--- config.mk ---
export PLATFORM = sky130hd
export DESIGN_NAME = smie_ctrl
export DESIGN_NICKNAME = d
export VERILOG_FILES = /design/src/rtl/smie_pkg.sv /design/src/rtl/smie_ctrl.sv
export SDC_FILE = /design/constraint.sdc
export NUM_CORES = 1
export LEC_CHECK = 0
export BUFFER_PORTS_ARGS = -buffer_cell sky130_fd_sc_hd__buf_2
export CORE_MARGIN = 2
export CORE_UTILIZATION = 35
export CTS_BUF_LIST = sky130_fd_sc_hd__clkbuf_4
export CTS_CLUSTER_DIAMETER = 80
export DETAILED_ROUTE_END_ITERATION = 7
export GPL_TIMING_DRIVEN = 0
export PLACE_DENSITY = 0.66
export SYNTH_ARGS = -nofsm -noshare
export SYNTH_HDL_FRONTEND = slang
export SYNTH_SLANG_ARGS = --single-unit
--- constraint.sdc ---
create_clock -name clk -period 5.2 [get_ports clk]
set_clock_uncertainty 0.15 [all_clocks]
set_input_delay 0.52 -clock clk [delete_from_list [all_inputs] [get_ports clk]]
set_output_delay 0.52 -clock clk [all_outputs]
set_load 0.01 [all_outputs]
--- src/rtl/smie_pkg.sv ---
`timescale 1ns / 1ps
// Shared opcodes, error codes and controller/datapath interface types for
// the stack machine instruction executor. No dependencies.
package smie_pkg;

  // Instruction opcodes.
  localparam logic [7:0] OP_HALT  = 8'd0;
  localparam logic [7:0] OP_PUSHC = 8'd1;
  localparam logic [7:0] OP_ADD   = 8'd2;
  localparam logic [7:0] OP_SUB   = 8'd3;
  localparam logic [7:0] OP_MUL   = 8'd4;
  localparam logic [7:0] OP_DIV   = 8'd5;
  localparam logic [7:0] OP_MOD   = 8'd6;
  localparam logic [7:0] OP_RDINT = 8'd7;
  localparam logic [7:0] OP_WRINT = 8'd8;
  localparam logic [7:0] OP_RDCHR = 8'd9;
  localparam logic [7:0] OP_WRCHR = 8'd10;
  localparam logic [7:0] OP_PUSHG = 8'd11;
  localparam logic [7:0] OP_POPG  = 8'd12;
  localparam logic [7:0] OP_ASF   = 8'd13;
  localparam logic [7:0] OP_RSF   = 8'd14;
  localparam logic [7:0] OP_PUSHL = 8'd15;
  localparam logic [7:0] OP_POPL  = 8'd16;
  localparam logic [7:0] OP_EQ    = 8'd17;
  localparam logic [7:0] OP_NE    = 8'd18;
  localparam logic [7:0] OP_LT    = 8'd19;
  localparam logic [7:0] OP_LE    = 8'd20;
  localparam logic [7:0] OP_GT    = 8'd21;
  localparam logic [7:0] OP_GE    = 8'd22;
  localparam logic [7:0] OP_JMP   = 8'd23;
  localparam logic [7:0] OP_BRF   = 8'd24;
  localparam logic [7:0] OP_BRT   = 8'd25;

  // Error codes.
  localparam logic [2:0] ERR_NONE  = 3'd0;
  localparam logic [2:0] ERR_DIVZ  = 3'd1;
  localparam logic [2:0] ERR_OVF   = 3'd2;
  localparam logic [2:0] ERR_UNF   = 3'd3;
  localparam logic [2:0] ERR_GLOB  = 3'd4;

  // Commands from the controller to the datapath.
  typedef struct packed {
    logic clearing;
    logic load;
    logic rd_b;
    logic cap_a;
    logic cap_b;
    logic exec;
    logic commit;
  } cmd_t;

  // Status from the datapath to the controller.
  typedef struct packed {
    logic clear_last;
    logic div_needed;
    logic div_done;
    logic out_free;
  } status_t;

endpackage

--- src/rtl/smie_ctrl.sv ---
`timescale 1ns / 1ps
// Controller state machine: sequences memory clearing, operand reads,
// execution, division wait and commit. Depends on smie_pkg.
module smie_ctrl (
  input  logic               clk,
  input  logic               rst,
  input  logic               in_valid,
  output logic               in_ready,
  input  smie_pkg::status_t  status,
  output smie_pkg::cmd_t     cmd
);
  import smie_pkg::*;

  typedef enum logic [7:0] {
    S_CLEAR = 8'b00000001,
    S_IDLE  = 8'b00000010,
    S_RDA   = 8'b00000100,
    S_RDB   = 8'b00001000,
    S_CAPB  = 8'b00010000,
    S_EXEC  = 8'b00100000,
    S_DIV   = 8'b01000000,
    S_WB    = 8'b10000000
  } state_t;

  state_t state;
  state_t state_next;

  // Next state.
  always_comb begin
    state_next = state;
    case (state)
      S_CLEAR: if (status.clear_last) state_next = S_IDLE;
      S_IDLE:  if (in_valid) state_next = S_RDA;
      S_RDA:   state_next = S_RDB;
      S_RDB:   state_next = S_CAPB;
      S_CAPB:  state_next = S_EXEC;
      S_EXEC:  state_next = status.div_needed ? S_DIV : S_WB;
      S_DIV:   if (status.div_done) state_next = S_WB;
      S_WB:    if (status.out_free) state_next = S_IDLE;
      default: state_next = S_CLEAR;
    endcase
  end

  always_ff @(posedge clk) begin
    if (rst) begin
      state <= S_CLEAR;
    end else begin
      state <= state_next;
    end
  end

  // Commands to the datapath.
  assign in_ready     = (state == S_IDLE);
  assign cmd.clearing = (state == S_CLEAR);
  assign cmd.load     = (state == S_IDLE) && in_valid;
  assign cmd.rd_b     = (state == S_RDB);
  assign cmd.cap_a    = (state == S_RDB);
  assign cmd.cap_b    = (state == S_CAPB);
  assign cmd.exec     = (state == S_EXEC);
  assign cmd.commit   = (state == S_WB) && status.out_free;
endmodule

Word-level counts from Yosys, hierarchy flattened

Cells that the tools add are included.
Widths: inputs -> output; s select.

Output and inout bits: 8
Input bits: 7
Word-level logic and storage cells: 22
Bits in registers: 8

Muxes and demuxes: 6
Reduce and logical (&&, ||, !) cells: 3
Equality and inequality tests: 12

Operators with widths:

| kind               | count |
|---|---|
| $pmux 8 s8         | 1 |
| $mux 8             | 5 |
| $eq 8x1->1 const B | 1 |
| $eq 8x2->1 const B | 1 |
| $eq 8x3->1 const B | 1 |
| $eq 8x4->1 const B | 1 |
| $eq 8x5->1 const B | 1 |
| $eq 8x6->1 const B | 1 |
| $eq 8x7->1 const B | 1 |
| $eq 8x8->1 const B | 1 |
| $ne 2x2->1 const B | 4 |
| $reduce_and 4->1   | 1 |
| $logic_and 1x1->1  | 2 |

Logic depth before layout (Yosys ltp)

Gate-level depths: netlist of the first run.

Depth in word-level cells: 3
Depth in mapped cells: 5
Gate-level depth less buffers: 5

Least setup slack after synthesis of the first run

OpenSTA, ideal clock, no wires.

Path type: register to output
Start: register state[7]
End: output cmd[3] (netlist bit)
Path buffers: 1
Path slack: 3.172 ns
Arrival: 1.358 ns
Data required time: 4.530 ns
Stages on the path, launching flop included: 6
Cells stage by stage: dfxtp_1 > or4_4 > nor3_1 > nand3b_1 > inv_1 > buf_4

RTL lines:

| item                   | RTL line        | RTL |
|---|---|---|
| start, declared        | smie_ctrl.sv:25 | `state_t state;` |
| start signal, assigned | smie_ctrl.sv:48 | `state <= state_next;` |
| end, declared          | smie_ctrl.sv:10 | `output smie_pkg::cmd_t cmd` |

==> results of run 1 <==
-- per-stage QoR --
stage	area, sq um	hold WS (ps)
floorplan	517	409
global placement	606	458
detailed placement	606	473
CTS	628	287
global route	628	301
finish	628	292
-- power by group --
group,internal [mW],switching (mW),total [mW]
clock network,0.0265,0.0231,0.0496
registers,0.0632,0.00186,0.0650
logic,0.00959,0.0126,0.0221
total,0.0993,0.0375,0.137
-- layer usage --
| metal | wire [microns] | track usage [%] | vias to the layer above |
|---|---|---|---|
| met5 | 0 | 0 | - |
| met4 | 0 | 7.50 | 0 |
| li1 | - | - | 246 |
| met3 | 75 | 1.29 | 0 |
| met2 | 496 | 20.9 | 25 |
| met1 | 522 | 16.5 | 211 |
-- synthesized netlist by cell type --
cell      count
dfxtp_1       8
inv_1         6
nor3_1        4
nor2_1        3
xor2_1        3
and3_1        2
buf_4         2
nand2b_1      2
nand3_1       2
nand3b_1      2
nand4b_1      2
nor2b_1       2
nor4_4        2
or3_1         2
a21boi_1      1
a21oi_1       1
a22o_1        1
a31oi_1       1
a32o_1        1
and2_1        1
nand2_1       1
nor4b_2       1
o21ai_0       1
o221ai_2      1
o22ai_1       1
o31ai_1       1
o31ai_2       1
or2_1         1
or4_4         1
-- logic make-up (layout without fill, tap and decap cells) --
group,after synthesis,after routing,share of synthesized area [%]
AND/OR/NAND/NOR,28,28,40.4
AO/OA/AOI/OAI,10,10,16.2
buffers and inverters,8,25,7.26
XOR/XNOR,3,3,5.09
flip-flops,8,8,31.0
-- area by class of cell --
class / instances / area [sq um] / share of cell area [%]
Buffer: 2 / 15.0 / 2.39
Clock buffer: 3 / 22.5 / 3.59
Inverter: 6 / 22.5 / 3.59
Tap cell: 15 / 18.8 / 2.99
Sequential cell: 8 / 160 / 25.5
Multi-Input combinational cell: 41 / 319 / 50.8
Timing Repair Buffer: 14 / 70.1 / 11.2
-- critical path, delay by kind of cell, from the launching register on --
kind          cells  cell delay [ps]
simple gates      3              900
buf+inv           3              300
flops             1              350
-- worst paths after layout --
check	to	slack, ps
worst min-delay path	state[6]	290
worst min register to register	state[5]	480
worst max-delay path	cmd[4]	2710
worst max register to register	state[5]	3370
==> flow_summary.json, run 1 <==
{
  "layout_setup_ws_ps": 2710,
  "rsz0062_at_grt": "no",
  "max_freq_ghz": 0.401,
  "synth_seq_cells": 8,
  "nets": 83,
  "crit_path_start_kind": "flip-flop",
  "num_vias": 482,
  "cp_max_fo": 5,
  "worst_pin_slew_ps": 369,
  "antenna_found_initial": 0,
  "post_cts_resized": 0,
  "io_buffers": 14,
  "avgSynthCellArea_sq_um": 9.07,
  "die_x_microns": 42.4,
  "wl_per_cell_microns": 12.3,
  "drive_above_1_share_pct": 33.8,
  "layout_commonest_cell": "buf_2",
  "max-cap-violations": 0,
  "core_area_sq_mm": 0.00133,
  "area_growth_pct": 21.5,
  "regMostFlops": "state",
  "post_cts.repair.setup_buffers": 0,
  "clockBufferDepth": 2,
  "p_leak_nw": 0.304,
  "grt_usage_pct": 13.0,
  "drt_iter0_markers": 15,
  "clkTransAtPathRegs_ps": 60,
  "drt_pre_antenna_iters": 5,
  "hold_viol": 0,
  "grt_max_degree": 7,
  "yosysTopAreaCell": "dfxtp_1",
  "layout_common_cells": "buf_2 (14), dfxtp_1 (8), inv_1 (6), nor3_1 (4)",
  "min_period_ps": 2490,
  "dpl.hpwl_microns": 846,
  "critPathLaunch": "state[7]",
  "critical-path-slowest-cell": "or4_4",
  "die_y_microns": 42.4,
  "synthTopCellsByArea": "dfxtp_1 (31%), nor4_4 (8.2%), xor2_1 (5.1%), inv_1 (4.4%), nor3_1 (3.9%)",
  "clk_latency_ps": 260,
  "die_area_sq_mm": 0.00180,
  "top_regs": "state x8",
  "slew-limit-headroom_pct": 75.2,
  "largest_register_ff_count": 8,
  "power_density_mw_per_mm2": 218,
  "crit_path_end_kind": "output port",
  "wl_microns": 1090,
  "gp_congestion": 0.794,
  "grt-ovfl-total": 0,
  "viasPerCell": 5.42,
  "rows": 13,
  "slew_viol_final": 0,
  "rr_worst_depth": 4,
  "setup_tns_ps": 0,
  "yosysUniqueCellTypes": 29,
  "place_ws_ps": 2970,
  "crit_arrival_ps": 1820,
  "power_mw": 0.137,
  "grt_first_pass_wirelength_microns": 1750,
  "syn_nets": 64,
  "irDropWorstVdd_mv": 0.0965,
  "cts.sinks": 8,
  "final_antenna_net_count": 0,
  "fill_cells": 145,
  "cts_made_buffers": 3,
  "grt_pass1_vias": 428,
  "finalCoreUtilization_pct": 47.1,
  "holdPathStages": 2,
  "worstHoldPathType": "input pin to flip-flop",
  "initial_core_util_pct": 38.7,
  "yosysWarningCount": 0,
  "crit_type": "flip-flop to output port",
  "path_cells": "or4_4, nor3_1, nand3b_1, inv_1, buf_4, buf_2",
  "setup_violations": 0,
  "hold_buffers": 0,
  "synth_top_area_share_pct": 31.0,
  "outcome": "completed",
  "remaining_drc_errors": 0,
  "pin_count": 15,
  "antenna_cells": 0,
  "ys_seq_area_share_pct": 31.0,
  "period_share_pct": 47.9,
  "crit_path_max_incr_delay_ps": 560,
  "synthesis.area_sq_um": 517,
  "timing.rr.start": "state[2]",
  "final_cells": 89,
  "cts_tree": "built",
  "min_from": "rst",
  "dp.cells": 86,
  "syn_inst": 57,
  "htree_levels": 1,
  "crit_required_ps": 4530,
  "cts-root-buf": "clkbuf_4"
}
No activity file was read; power rests on OpenSTA's default activity.
==> run 2: changes to the inputs <==
--- a/config.mk
+++ b/config.mk
@@ -12,7 +12,7 @@
 export CTS_CLUSTER_DIAMETER = 80
 export DETAILED_ROUTE_END_ITERATION = 7
 export GPL_TIMING_DRIVEN = 0
-export PLACE_DENSITY = 0.66
+export PLACE_DENSITY = 0.68
 export SYNTH_ARGS = -nofsm -noshare
 export SYNTH_HDL_FRONTEND = slang
 export SYNTH_SLANG_ARGS = --single-unit
==> constraint.sdc (replaced) <==
create_clock -name clk -period 2.1 [get_ports clk]
set_clock_uncertainty 0.15 [all_clocks]
set_input_delay 0.21 -clock clk [delete_from_list [all_inputs] [get_ports clk]]
set_output_delay 0.21 -clock clk [all_outputs]
set_load 0.01 [all_outputs]
==> run 2 against run 1 <==
  * Sequential power is 150% higher
  * Register-to-register slack worse by 3200 ps
  * Final area is 11% higher
  * Hold slack worse by 220 ps
  * Non-clock buffer count is 5 higher
  * Utilization is 5.0 points higher
  * Die area stayed put
  * Cell count is 5.6% higher
  * Clock power is 140% higher
  * Highest routed layer is now met4
==> flow_summary.json, run 2 (synthesis results as in run 1) <==
{
  "p_sw_share_pct": 26.4,
  "drt_iter0_markers": 9,
  "crit_required_ps": 1740,
  "die_y_microns": 42.4,
  "grt-ovfl-total": 0,
  "clk_latency_ps": 250,
  "seq_area_sq_um": 161,
  "grt_pass1_vias": 458,
  "power_frac_comb_pct": 18.1,
  "slew_viol_final": 0,
  "min_period_ps": 2090,
  "clockBufferDepth": 2,
  "htree_levels": 1,
  "area_growth_pct": 34.4,
  "crit_path_end_kind": "output port",
  "clkTransAtPathRegs_ps": 50,
  "finalCoreUtilization_pct": 52.1,
  "dpl_cell_area_sq_um": 606,
  "cts-root-buf": "clkbuf_4",
  "num_vias": 495,
  "grt_max_degree": 7,
  "clkPwrFrac_pct": 34.5,
  "period_share_pct": 99.7,
  "final_antenna_net_count": 0,
  "core_area_sq_mm": 0.00133,
  "wl_per_cell_microns": 12.2,
  "place_ws_ps": 152,
  "crit_path_start_kind": "flip-flop",
  "rr_worst_depth": 7,
  "worst_pin_slew_ps": 370,
  "drt_pre_antenna_iters": 4,
  "pin_count": 15,
  "max-cap-violations": 0,
  "grt_usage_pct": 14.4,
  "power_mw": 0.340,
  "crit_type": "flip-flop to output port",
  "dpl.hpwl_microns": 865,
  "top_regs": "state x8",
  "cts_made_buffers": 3,
  "grt_first_pass_wirelength_microns": 1930,
  "cts.sinks": 8,
  "power_density_mw_per_mm2": 490,
  "regMostFlops": "state",
  "p_seq_share_pct": 47.4,
  "cts_tree": "built",
  "p_sw_mw": 0.0898,
  "initial_core_util_pct": 38.7,
  "final_cells": 94,
  "layout_setup_ws_ps": 5.53,
  "critical-path-slowest-cell": "or4_4",
  "io_buffers": 14,
  "hold_ws_ps": 67.1,
  "die_x_microns": 42.4,
  "rows": 13,
  "final_area_sq_um": 694,
  "rsz0062_at_grt": "yes",
  "antenna_cells": 0,
  "irDropWorstVdd_mv": 0.172,
  "path_common_cell": "buf_4",
  "max_freq_ghz": 0.477,
  "dp.cells": 86,
  "p_int_mw": 0.250,
  "drive_above_1_share_pct": 40.5,
  "path_cells": "or4_4, nor3_4, nand3b_1, inv_1, buf_4, buf_4",
  "cp_max_fo": 5,
  "remaining_drc_errors": 0,
  "largest_register_ff_count": 8,
  "setup_violations": 0,
  "nets": 88,
  "gp_congestion": 0.805,
  "outcome": "completed",
  "hold_viol": 0,
  "setup_tns_ps": 0,
  "multi_input_comb_area_sq_um": 335,
  "crit_path_max_incr_delay_ps": 550,
  "slew-limit-headroom_pct": 75.1,
  "layout_commonest_cell": "buf_2",
  "wl_microns": 1140,
  "holdPathStages": 3,
  "viasPerCell": 5.27,
  "antenna_found_initial": 0,
  "worstHoldPathType": "input pin to flip-flop",
  "die_area_sq_mm": 0.00180,
  "crit_arrival_ps": 1730,
  "fill_cells": 128,
  "p_leak_nw": 0.325,
  "layout_common_cells": "buf_2 (12), buf_4 (7), dfxtp_1 (7), inv_1 (6)"
}
-- run 2: changes by cell type in the layout (fill, tap and decap cells not counted), sizes merged --
cell and change:
buf +4, dlygate4sd3 +1
-- run 2: worst max-delay path: cells and delay by family (launching register included) --
kind          cells  cell delay, ps
simple gates      3             820
buf+inv           3             300
flops             1             360
-- run 2: power groups by stage --
stage               registers (mW)  logic (mW)  clock network, mW
detailed placement           0.164      0.0547                  0
CTS                          0.161      0.0581              0.123
floorplan                    0.163      0.0362                  0
global placement             0.164      0.0542                  0
global route                 0.162      0.0682              0.132
finish                       0.161      0.0615              0.117
-- run 2: repair_timing --
item                                   in CTS  in global routing
setup endpoints to repair                   2                  5
gates resized for setup                     3                  3
buffers inserted                            4                  1
endpoints found under the hold margin       1                  0
pin swaps                                   1                  1
hold buffers                                1                  0
-- run 2: path summary, 6_finish.rpt --
path                                start       end  slack (ps)
worst max-delay path             state[7]    cmd[4]           6
worst min-delay path            status[2]  state[6]          70
worst max register to register   state[7]  state[4]         160
worst min register to register   state[2]  state[3]         480
-- run 2: layer usage --
metal  up-vias  wire length, microns  GRT usage, %
li1        255                     -             -
met1       219                   516          18.1
met2        16                   539          23.1
met3         5                    59          2.59
met4         0                    27          7.50
met5         -                     0             0
-- run 2: layout make-up --
cell class                 count  area share (%)
buffer                         2            2.16
clock buffer                   3            3.24
inverter                       6            3.24
multi-input combinational     41            48.3
sequential                     8            23.2
tap                           15            2.70
timing repair buffer          19            17.1
